### config.mk
export PLATFORM = sky130hd
export DESIGN_NAME = rgb888_dither_packer_flat
export DESIGN_NICKNAME = d
export VERILOG_FILES = /design/src/rtl/core/rdp_pkg.sv /design/src/rtl/core/rdp_if.sv /design/src/rtl/core/rgb888_dither_packer.sv /design/src/flat_wrapper.sv
export SDC_FILE = /design/constraint.sdc
export NUM_CORES = 1
export LEC_CHECK = 0
export BUFFER_PORTS_ARGS = -buffer_cell sky130_fd_sc_hd__buf_2
export CORE_MARGIN = 1.5
export CORE_UTILIZATION = 57
export DETAILED_ROUTE_END_ITERATION = 6
export GPL_ROUTABILITY_DRIVEN = 0
export PLACE_DENSITY = 0.84
export REMOVE_ABC_BUFFERS = 1
export SLEW_MARGIN = 10
export SYNTH_ARGS = -nofsm -noshare
export SYNTH_HDL_FRONTEND = slang
export SYNTH_SLANG_ARGS = --single-unit
### constraint.sdc
create_clock -name clk -period 6.5 [get_ports clk]
set_clock_uncertainty 0.1 [all_clocks]
set_input_delay 0.975 -clock clk [delete_from_list [all_inputs] [get_ports clk]]
set_output_delay 0.975 -clock clk [all_outputs]
set_load 0.02 [all_outputs]
### src/rtl/core/rdp_pkg.sv
// ----------------------------------------------------------------------------
// rdp_pkg
// Shared types, register indexes, format codes and dither tables for the
// RGB888 dither packer.
// ----------------------------------------------------------------------------
package rdp_pkg;

	// Field widths
	localparam int COMP_W       = 8;
	localparam int PACKED_W     = 18;
	localparam int FMT_W        = 3;
	localparam int LINE_WIDTH_W = 13;
	localparam int CFG_IDX_W    = 2;
	localparam int CFG_DATA_W   = LINE_WIDTH_W;

	// Configuration register indexes
	localparam logic [CFG_IDX_W-1:0] REG_PIXEL_FORMAT  = 2'd0;
	localparam logic [CFG_IDX_W-1:0] REG_DITHER_ENABLE = 2'd1;
	localparam logic [CFG_IDX_W-1:0] REG_LINE_WIDTH    = 2'd2;

	// Pixel format codes
	localparam logic [FMT_W-1:0] FMT_444       = 3'd0;
	localparam logic [FMT_W-1:0] FMT_666       = 3'd1;
	localparam logic [FMT_W-1:0] FMT_555_ONE   = 3'd2;
	localparam logic [FMT_W-1:0] FMT_565       = 3'd3;
	localparam logic [FMT_W-1:0] FMT_555_ALPHA = 3'd4;

	// Reset values
	localparam logic [FMT_W-1:0]        PIXEL_FORMAT_RST = FMT_565;
	localparam logic [LINE_WIDTH_W-1:0] LINE_WIDTH_RST   = 13'd640;

	// 4x4 ordered dither tables, indexed by {row, col}
	localparam logic [4:0] DITH4 [16] = '{
		5'd1,  5'd9,  5'd3,  5'd11,
		5'd13, 5'd5,  5'd15, 5'd7,
		5'd4,  5'd12, 5'd2,  5'd10,
		5'd16, 5'd8,  5'd14, 5'd6
	};
	localparam logic [4:0] DITH5 [16] = '{
		5'd1, 5'd5, 5'd2, 5'd6,
		5'd7, 5'd3, 5'd8, 5'd4,
		5'd2, 5'd6, 5'd1, 5'd5,
		5'd8, 5'd4, 5'd7, 5'd3
	};
	localparam logic [4:0] DITH6 [16] = '{
		5'd1, 5'd3, 5'd1, 5'd3,
		5'd4, 5'd2, 5'd4, 5'd2,
		5'd1, 5'd3, 5'd1, 5'd3,
		5'd4, 5'd2, 5'd4, 5'd2
	};

	// Item fields carried along the pipeline
	typedef struct packed {
		logic [COMP_W-1:0] blue;
		logic [COMP_W-1:0] green;
		logic [COMP_W-1:0] red;
		logic              alpha_bit;
	} pix_t;

	// Centered offsets: 444 by 8, 555 by 4, 666 by 2
	function automatic logic signed [4:0] off444(input logic [3:0] ph);
		logic [4:0] d;
		d = DITH4[ph] - 5'd8;
		return $signed(d);
	endfunction

	function automatic logic signed [4:0] off555(input logic [3:0] ph);
		logic [4:0] d;
		d = DITH5[ph] - 5'd4;
		return $signed(d);
	endfunction

	function automatic logic signed [4:0] off666(input logic [3:0] ph);
		logic [4:0] d;
		d = DITH6[ph] - 5'd2;
		return $signed(d);
	endfunction

	// Add offset and clamp to 0..255
	function automatic logic [COMP_W-1:0] shade(
		input logic [COMP_W-1:0] comp,
		input logic signed [4:0] off
	);
		logic [9:0] v;
		v = {2'b00, comp} + {{5{off[4]}}, off};
		if (v[9]) begin
			return '0;
		end else if (v[8]) begin
			return '1;
		end else begin
			return v[7:0];
		end
	endfunction

endpackage

### src/rtl/core/rdp_if.sv
// ----------------------------------------------------------------------------
// rdp_if
// Valid/ready word channels: RGB888 pixel in, packed pixel out.
// ----------------------------------------------------------------------------
interface rdp_pix_in_if;
	logic                       valid;
	logic                       ready;
	logic [rdp_pkg::COMP_W-1:0] blue;
	logic [rdp_pkg::COMP_W-1:0] green;
	logic [rdp_pkg::COMP_W-1:0] red;
	logic                       alpha_bit;
	logic                       frame_start;

	modport source (output valid, blue, green, red, alpha_bit, frame_start, input ready);
	modport sink   (input valid, blue, green, red, alpha_bit, frame_start, output ready);
endinterface

interface rdp_pix_out_if;
	logic                         valid;
	logic                         ready;
	logic [rdp_pkg::PACKED_W-1:0] packed_pixel;

	modport source (output valid, packed_pixel, input ready);
	modport sink   (input valid, packed_pixel, output ready);
endinterface

### src/rtl/core/rgb888_dither_packer.sv
// Accepted words pass through input register s1, then output register s2.
// Throughput: one word per cycle while pix_out.ready is high; s1 and s2 form
// a two-deep pipeline, so a stalled output holds at most two words.
// Reset (arst_n low, async): pipeline empties, column and row phase clear,
// pixel_format = 565, dither off, line_width = 640.
// ----------------------------------------------------------------------------
// rgb888_dither_packer
// Packs RGB888 pixels into 444/666/555/565 words with optional 4x4 ordered
// dithering, phase tracked by column and row counters.
// ----------------------------------------------------------------------------
module rgb888_dither_packer #(
	parameter int MAX_LINE_WIDTH = 4096
) (
	input  logic                              clk,
	input  logic                              arst_n,
	input  logic                              cfg_we,
	input  logic [rdp_pkg::CFG_IDX_W-1:0]     cfg_index,
	input  logic [rdp_pkg::CFG_DATA_W-1:0]    cfg_wdata,
	rdp_pix_in_if.sink                        pix_in,
	rdp_pix_out_if.source                     pix_out
);

	localparam int CNT_W = $clog2(MAX_LINE_WIDTH);
	localparam int CMP_W = (CNT_W + 1 > rdp_pkg::LINE_WIDTH_W) ? CNT_W + 1
		: rdp_pkg::LINE_WIDTH_W;
	localparam logic [CMP_W-1:0] MAX_LW = CMP_W'(MAX_LINE_WIDTH);

	// Configuration registers
	logic [rdp_pkg::FMT_W-1:0]        fmt_q;
	logic                             dith_en_q;
	logic [rdp_pkg::LINE_WIDTH_W-1:0] line_width_q;

	always_ff @(posedge clk or negedge arst_n) begin
		if (!arst_n) begin
			fmt_q        <= rdp_pkg::PIXEL_FORMAT_RST;
			dith_en_q    <= 1'b0;
			line_width_q <= rdp_pkg::LINE_WIDTH_RST;
		end else if (cfg_we) begin
			case (cfg_index)
				rdp_pkg::REG_PIXEL_FORMAT:  fmt_q        <= cfg_wdata[rdp_pkg::FMT_W-1:0];
				rdp_pkg::REG_DITHER_ENABLE: dith_en_q    <= cfg_wdata[0];
				rdp_pkg::REG_LINE_WIDTH:    line_width_q <= cfg_wdata;
				default: ;
			endcase
		end
	end

	// Handshake
	logic valid_s1, valid_s2;
	logic load_s2, in_acc;

	assign load_s2      = valid_s1 && (!valid_s2 || pix_out.ready);
	assign pix_in.ready = !valid_s1 || load_s2;
	assign in_acc       = pix_in.valid && pix_in.ready;

	// Dither phase counters
	logic [CNT_W-1:0] col_q, col_base;
	logic [1:0]       row_q, row_base;
	logic [CMP_W-1:0] lw_eff, col_inc;
	logic             wrap;

	always_comb begin
		col_base = pix_in.frame_start ? '0 : col_q;
		row_base = pix_in.frame_start ? 2'd0 : row_q;
		if (line_width_q == '0) begin
			lw_eff = CMP_W'(1);
		end else if (CMP_W'(line_width_q) > MAX_LW) begin
			lw_eff = MAX_LW;
		end else begin
			lw_eff = CMP_W'(line_width_q);
		end
		col_inc = CMP_W'(col_base) + CMP_W'(1);
		wrap    = col_inc >= lw_eff;
	end

	always_ff @(posedge clk or negedge arst_n) begin
		if (!arst_n) begin
			col_q <= '0;
			row_q <= 2'd0;
		end else if (in_acc) begin
			if (wrap) begin
				col_q <= '0;
				row_q <= row_base + 2'd1;
			end else begin
				col_q <= col_inc[CNT_W-1:0];
				row_q <= row_base;
			end
		end
	end

	// Stage 1: input register with dither phase
	rdp_pkg::pix_t pix_s1;
	logic [3:0]    ph_s1;

	always_ff @(posedge clk or negedge arst_n) begin
		if (!arst_n) begin
			valid_s1 <= 1'b0;
		end else if (pix_in.ready) begin
			valid_s1 <= pix_in.valid;
		end
	end

	always_ff @(posedge clk) begin
		if (in_acc) begin
			pix_s1.blue      <= pix_in.blue;
			pix_s1.green     <= pix_in.green;
			pix_s1.red       <= pix_in.red;
			pix_s1.alpha_bit <= pix_in.alpha_bit;
			ph_s1            <= {row_base, col_base[1:0]};
		end
	end

	// Offset selection per format
	logic signed [4:0] off_rb, off_g;
	logic [rdp_pkg::COMP_W-1:0] b_sh, g_sh, r_sh;
	logic [rdp_pkg::PACKED_W-1:0] packed_d;

	always_comb begin
		case (fmt_q)
			rdp_pkg::FMT_444: begin
				off_rb = rdp_pkg::off444(ph_s1);
				off_g  = rdp_pkg::off444(ph_s1);
			end
			rdp_pkg::FMT_666: begin
				off_rb = rdp_pkg::off666(ph_s1);
				off_g  = rdp_pkg::off666(ph_s1);
			end
			rdp_pkg::FMT_555_ONE, rdp_pkg::FMT_555_ALPHA: begin
				off_rb = rdp_pkg::off555(ph_s1);
				off_g  = rdp_pkg::off555(ph_s1);
			end
			rdp_pkg::FMT_565: begin
				off_rb = rdp_pkg::off555(ph_s1);
				off_g  = rdp_pkg::off666(ph_s1);
			end
			default: begin
				off_rb = '0;
				off_g  = '0;
			end
		endcase
		if (!dith_en_q) begin
			off_rb = '0;
			off_g  = '0;
		end
		b_sh = rdp_pkg::shade(pix_s1.blue,  off_rb);
		g_sh = rdp_pkg::shade(pix_s1.green, off_g);
		r_sh = rdp_pkg::shade(pix_s1.red,   off_rb);
	end

	// Packing
	always_comb begin
		case (fmt_q)
			rdp_pkg::FMT_444:
				packed_d = {6'b0, r_sh[7:4], g_sh[7:4], b_sh[7:4]};
			rdp_pkg::FMT_666:
				packed_d = {r_sh[7:2], g_sh[7:2], b_sh[7:2]};
			rdp_pkg::FMT_555_ONE:
				packed_d = {2'b0, 1'b1, r_sh[7:3], g_sh[7:3], b_sh[7:3]};
			rdp_pkg::FMT_555_ALPHA:
				packed_d = {2'b0, pix_s1.alpha_bit, r_sh[7:3], g_sh[7:3], b_sh[7:3]};
			rdp_pkg::FMT_565:
				packed_d = {2'b0, r_sh[7:3], g_sh[7:2], b_sh[7:3]};
			default:
				packed_d = '0;
		endcase
	end

	// Stage 2: output register
	logic [rdp_pkg::PACKED_W-1:0] packed_s2;

	always_ff @(posedge clk or negedge arst_n) begin
		if (!arst_n) begin
			valid_s2 <= 1'b0;
		end else if (!valid_s2 || pix_out.ready) begin
			valid_s2 <= valid_s1;
		end
	end

	always_ff @(posedge clk) begin
		if (load_s2) begin
			packed_s2 <= packed_d;
		end
	end

	assign pix_out.valid        = valid_s2;
	assign pix_out.packed_pixel = packed_s2;

	// Checks
	a_acc_fills_s1: assert property (@(posedge clk) disable iff (!arst_n)
		in_acc |=> valid_s1)
		else $error("accepted word missing from stage 1");

	a_s1_moves_to_s2: assert property (@(posedge clk) disable iff (!arst_n)
		load_s2 |=> valid_s2)
		else $error("stage 1 word lost on its way to the output");

	a_frame_start_phase: assert property (@(posedge clk) disable iff (!arst_n)
		(in_acc && pix_in.frame_start) |=>
			((col_q == '0 || col_q == CNT_W'(1)) && (row_q == 2'd0 || row_q == 2'd1)))
		else $error("frame start did not restart the dither phase");

	a_unused_fmt_zero: assert property (@(posedge clk) disable iff (!arst_n)
		(load_s2 && fmt_q != rdp_pkg::FMT_444 && fmt_q != rdp_pkg::FMT_666
			&& fmt_q != rdp_pkg::FMT_555_ONE && fmt_q != rdp_pkg::FMT_565
			&& fmt_q != rdp_pkg::FMT_555_ALPHA) |=> (packed_s2 == '0))
		else $error("unused format code gave a nonzero word");

	a_col_bound: assert property (@(posedge clk) disable iff (!arst_n)
		(in_acc && !wrap) |=> (CMP_W'(col_q) < lw_eff))
		else $error("column counter passed the line width");

endmodule
### src/flat_wrapper.sv
// flat-port wrapper written by rule: the top's interface ports become plain ports
module rgb888_dither_packer_flat 
#(
	parameter int MAX_LINE_WIDTH = 4096
)
  (clk, arst_n, cfg_we, cfg_index, cfg_wdata, pix_in_valid, pix_in_blue, pix_in_green, pix_in_red, pix_in_alpha_bit, pix_in_frame_start, pix_in_ready, pix_out_valid, pix_out_packed_pixel, pix_out_ready);
  rdp_pix_in_if pix_in_i ();
  rdp_pix_out_if pix_out_i ();
  input  logic clk;
  input  logic arst_n;
  input  logic cfg_we;
  input  logic [rdp_pkg::CFG_IDX_W-1:0] cfg_index;
  input  logic [rdp_pkg::CFG_DATA_W-1:0] cfg_wdata;
  input wire logic [$bits(pix_in_i.valid)-1:0] pix_in_valid;
  input wire logic [$bits(pix_in_i.blue)-1:0] pix_in_blue;
  input wire logic [$bits(pix_in_i.green)-1:0] pix_in_green;
  input wire logic [$bits(pix_in_i.red)-1:0] pix_in_red;
  input wire logic [$bits(pix_in_i.alpha_bit)-1:0] pix_in_alpha_bit;
  input wire logic [$bits(pix_in_i.frame_start)-1:0] pix_in_frame_start;
  output wire logic [$bits(pix_in_i.ready)-1:0] pix_in_ready;
  output wire logic [$bits(pix_out_i.valid)-1:0] pix_out_valid;
  output wire logic [$bits(pix_out_i.packed_pixel)-1:0] pix_out_packed_pixel;
  input wire logic [$bits(pix_out_i.ready)-1:0] pix_out_ready;
  assign pix_in_i.valid = pix_in_valid;
  assign pix_in_i.blue = pix_in_blue;
  assign pix_in_i.green = pix_in_green;
  assign pix_in_i.red = pix_in_red;
  assign pix_in_i.alpha_bit = pix_in_alpha_bit;
  assign pix_in_i.frame_start = pix_in_frame_start;
  assign pix_in_ready = pix_in_i.ready;
  assign pix_out_valid = pix_out_i.valid;
  assign pix_out_packed_pixel = pix_out_i.packed_pixel;
  assign pix_out_i.ready = pix_out_ready;
  rgb888_dither_packer #(.MAX_LINE_WIDTH(MAX_LINE_WIDTH)) u_core (.clk(clk), .arst_n(arst_n), .cfg_we(cfg_we), .cfg_index(cfg_index), .cfg_wdata(cfg_wdata), .pix_in(pix_in_i), .pix_out(pix_out_i));
endmodule
==> impl_summary.md <==
Status
The flow ran to the end, and the final reports show no timing, DRC or antenna violations.

Worst hold path
The hold path startpoint is u_core.row_q[0]. The path class of the tightest hold or removal check is reg2reg. The worst hold path terminates at u_core.row_q[0]. Along the worst hold path, the cell count comes to 1.

Detailed routing
In the routed design, unresolved DRC markers number 0. For this block, the via count after detailed routing is around 4.7k. The via density per instance is ~6.1. The aggregate routed wire length is between 10000 and 15000 µm. The average routed wire per standard cell is approximately 17 µm. In this run the remaining antenna-violating nets after routing total 0.

For this block, the initial DRC count from the detailed router was 440. The number of detailed-route iterations in the first pass is 6.

Clock tree
The clock slew at the register clock pins of the worst setup and hold paths is 80 ps. In this run, post-CTS hold repair placed 0 buffers. The number of clock buffers inserted by TritonCTS is 9. The CTS H-tree depth is 3.

The cell sitting at the root of the clock tree is a sky130_fd_sc_hd__clkbuf_8. The count of instances resized after the clock tree is built is 0. The TritonCTS clock tree is yes. The number of sinks on the clock net is 80. The maximum count of clock buffers along a single path is 2.

In this run the post-CTS setup repair buffer count came out at 0. The clock latency reported for the late side of the worst-skew pair is about 370 ps.

Timing
The clock period minus worst slack is 5140 ps. The measured slew at the worst slew-check pin is around 860 ps. The count of final hold-check violations is 0. The number of endpoints failing setup at the final stage is 0.

In the final timing run, aggregate negative setup slack is 0 ps. The worst-case headroom to the max-slew limit is a little over two fifths. The timing-limited maximum frequency is just under 0.2 GHz. The number of pins with negative max-slew slack in the final report came to 0.

The ratio of final minimum period to clock period is approximately four fifths. Setup repair after global routing left no endpoint under its margin.

Flow run
Across the run, the number of max-cap violations was 0.

Logic synthesis
The sequential-to-total area share from yosys stat is between 40% and 50%. Synthesis inferred 80 register bits. The most common cell in the synthesized netlist is sky130_fd_sc_hd__nand2_1. The share of synthesized flip-flops with an asynchronous set or reset is approximately two fifths. The most used flip-flop cell after synthesis is sky130_fd_sc_hd__edfxtp_1. The number of warnings issued by yosys is 0. The average cell area after synthesis is approximately 9.7 µm². The top cell type by area accounts for between 20% and 30% of the synthesized area.

Synthesis produced approximately 570 cells. After synthesis, the netlist uses 77 different library cells. After synthesis, the most frequently instantiated cells are sky130_fd_sc_hd__nand2_1, sky130_fd_sc_hd__edfxtp_1, sky130_fd_sc_hd__nor2_1, sky130_fd_sc_hd__ha_1, sky130_fd_sc_hd__a21oi_1. In this run, synthesis inferred 47 flip-flops with an integrated enable. The cell area after technology mapping is 5520 µm².

The dominant cell type by area after synthesis is sky130_fd_sc_hd__edfxtp_1. By area the synthesized netlist is led by sky130_fd_sc_hd__edfxtp_1, sky130_fd_sc_hd__dfrtp_1, sky130_fd_sc_hd__ha_1.

Placement
In this run the cell area measured after placement is 5920 µm². In this run the tool buffered the top-level ports with between 60 and 70 buffer cells. The post-DP HPWL is 9260 µm.

Die
The area of the placeable core is just over 9000 µm². The initial cell density of the core is 59.2%. 66 I/O pins were placed. The die area is approximately 10000 µm².

The die width is around 100 µm. In this run the vertical extent of the chip is a little over 100 µm. In this run the core area contains 35 standard-cell rows.

GRT
The total routing usage reported by global routing is between 20% and 30%. The initial antenna violation count is 0. Global routing finished with a remaining overflow of 0. The first global-routing pass estimated between 20000 and 25000 µm of wire. The number of global-route vias before repair is ~4.4k. Entering global routing, the biggest net connects 40 pins.

Setup path
The kind of cell adding the most delay to the critical path is compound AO/OA/AOI/OAI gates. The endpoint class of the critical path is a flip-flop. Walking the worst path, the cells encountered are inv_1, ha_1, xnor2_1, a21oi_1, ha_1, nand3b_1, a21o_1, o221ai_1, and2_1, ha_1, and3_1, nand4_1, a31oi_1, a21bo_2, xnor2_2, o21ai_0, a21oi_1, a22o_1.

Counting cells, the worst reg-to-reg path comes to 18. The worst register-to-register path ends at u_core.pix_out.packed_pixel[11]. For this run, the slowest stage of the critical path takes about 670 ps.

The arrival time of data at the critical path endpoint is 5280 ps. The start-to-end type of the worst setup path is reg2reg. Data on the critical path is required at its endpoint by 6640 ps.

The number of buffers and inverters on the critical path is 1. For this design, the slowest cell found on the critical path is sky130_fd_sc_hd__and2_1. The worst register-to-register path begins at u_core.ph_s1[1]. The setup slack on the worst flop-to-flop path is around 1400 ps. The dominant cell type by count on the critical path is sky130_fd_sc_hd__ha_1. The type of element launching the critical path is a flip-flop. The instance count on the critical path is 18. Of all nets on the critical path, the largest fanout is 17.

Power and ir drop
The total design power is ~1900 µW. Dividing total power by cell area gives a power density of between 300 and 400 nW/µm². The static leakage power is 0.00261 µW. The worst-case IR drop observed on VDD is between 0.1 and 0.15 mV.

Cells and area
The share of cells above drive strength 1 is 19.7%. The net total in the final layout is between 700 and 800. The layout overhead on the synthesized area is 11.2%.

The post-route cell area is just over 6000 µm². 0 antenna diodes ended up in the layout.
[worst max-delay path by stage]
stage                     from                               to  slack (ps)
6_report       u_core.ph_s1[1]  u_core.pix_out.packed_pixel[11]        1360
2_1_floorplan  u_core.ph_s1[1]  u_core.pix_out.packed_pixel[14]        2110
3_5_place_dp   u_core.ph_s1[1]  u_core.pix_out.packed_pixel[11]        1550
4_1_cts        u_core.ph_s1[1]  u_core.pix_out.packed_pixel[11]        1470
5_1_grt        u_core.ph_s1[1]  u_core.pix_out.packed_pixel[11]        1070
3_3_place_gp   u_core.ph_s1[1]  u_core.pix_out.packed_pixel[14]        1770
[placed cells by master, fill, tap and decap left out, types with 3 or more instances in the layout]
| cell type | count |
|---|---|
| sky130_fd_sc_hd__clkbuf_8 | 9 |
| sky130_fd_sc_hd__a31oi_1 | 7 |
| sky130_fd_sc_hd__nor2b_1 | 10 |
| sky130_fd_sc_hd__o21ai_1 | 4 |
| sky130_fd_sc_hd__nand4_1 | 8 |
| sky130_fd_sc_hd__mux2i_1 | 9 |
| sky130_fd_sc_hd__nor2_1 | 40 |
| sky130_fd_sc_hd__o221ai_1 | 6 |
| sky130_fd_sc_hd__or3_1 | 5 |
| sky130_fd_sc_hd__nor4_1 | 3 |
| sky130_fd_sc_hd__o211ai_1 | 6 |
| sky130_fd_sc_hd__a2bb2oi_1 | 3 |
| sky130_fd_sc_hd__ha_1 | 38 |
| sky130_fd_sc_hd__a21o_1 | 13 |
| sky130_fd_sc_hd__buf_2 | 65 |
| sky130_fd_sc_hd__xnor2_1 | 16 |
| sky130_fd_sc_hd__dfstp_2 | 4 |
| sky130_fd_sc_hd__nand3b_1 | 5 |
| sky130_fd_sc_hd__and3_1 | 4 |
| sky130_fd_sc_hd__nand2b_1 | 16 |
| sky130_fd_sc_hd__nand3_1 | 14 |
| sky130_fd_sc_hd__dfrtp_1 | 29 |
| sky130_fd_sc_hd__a22o_1 | 4 |
| sky130_fd_sc_hd__a21oi_1 | 35 |
| sky130_fd_sc_hd__o21ai_2 | 3 |
| sky130_fd_sc_hd__o22ai_1 | 7 |
| sky130_fd_sc_hd__nand2_1 | 63 |
| sky130_fd_sc_hd__and2_1 | 9 |
| sky130_fd_sc_hd__nor3_1 | 5 |
| sky130_fd_sc_hd__mux2_2 | 18 |
| sky130_fd_sc_hd__o21a_1 | 3 |
| sky130_fd_sc_hd__edfxtp_1 | 47 |
| sky130_fd_sc_hd__inv_1 | 23 |
| sky130_fd_sc_hd__a22oi_1 | 5 |
| sky130_fd_sc_hd__o21ai_0 | 27 |
| sky130_fd_sc_hd__clkbuf_16 | 3 |
| sky130_fd_sc_hd__xor2_1 | 10 |
| sky130_fd_sc_hd__clkbuf_1 | 4 |
[area by class of cell]
cell class | count | area [µm²]
fillers | 738 | 3190
multi-input cells | 442 | 3090
flip-flops and latches | 80 | 2240
repair buffers | 67 | 340
clock buffers | 16 | 214
well taps | 129 | 161
inverters | 24 | 90.1
[power breakdown]
| group | internal (µW) | switching [µW] | leakage [µW] | total (µW) |
|---|---|---|---|---|
| clock | 210 | 184 | 0.000106 | 394 |
| sequential | 635 | 69.2 | 0.000865 | 704 |
| combinational | 306 | 461 | 0.00164 | 767 |
| total | 1150 | 714 | 0.00261 | 1860 |
[layer usage]
| layer | track usage [%] | vias to the layer above | wire length, µm |
|---|---|---|---|
| met3 | 3.80 | 45 | 893 |
| met1 | 34.3 | 2195 | 5410 |
| met4 | 12.5 | 0 | 435 |
| met2 | 40.8 | 208 | 5910 |
| met5 | 0 | - | 0 |
| li1 | - | 2205 | - |
[sequential cells by signal, summed over array words and instances, names as in the netlist]
register / flops
u_core.pix_s1: 25
u_core.pix_out.packed_pixel: 18
u_core.line_width_q: 13
u_core.col_q: 12
u_core.ph_s1: 4
u_core.fmt_q: 3
u_core.row_q: 2
u_core.dith_en_q: 1
u_core.pix_out.valid: 1
u_core.valid_s1: 1
[through the flow]
stage                     utilization, %  setup slack (ps)  hold slack (ps)  std cells
final                               65.8              1360              418        758
after global routing                65.8              1070              447        758
after CTS                           65.8              1470              418        758
after detailed placement            63.5              1550              392        742
after global placement              63.5              1770              362        742
after floorplan                        -              2110              349        546
[cells by family (layout without fill, tap and decap cells)]
group | Yosys count | in the layout | share of synthesized area (%)
compound gates | 153 | 153 | 19.6
xor+xnor | 28 | 28 | 4.72
fa+ha+maj | 39 | 39 | 8.80
buf+inv | 45 | 107 | 3.40
flops | 80 | 80 | 40.6
mux | 27 | 27 | 5.30
simple gates | 195 | 195 | 17.6
No activity file was read; power rests on OpenSTA's default activity.
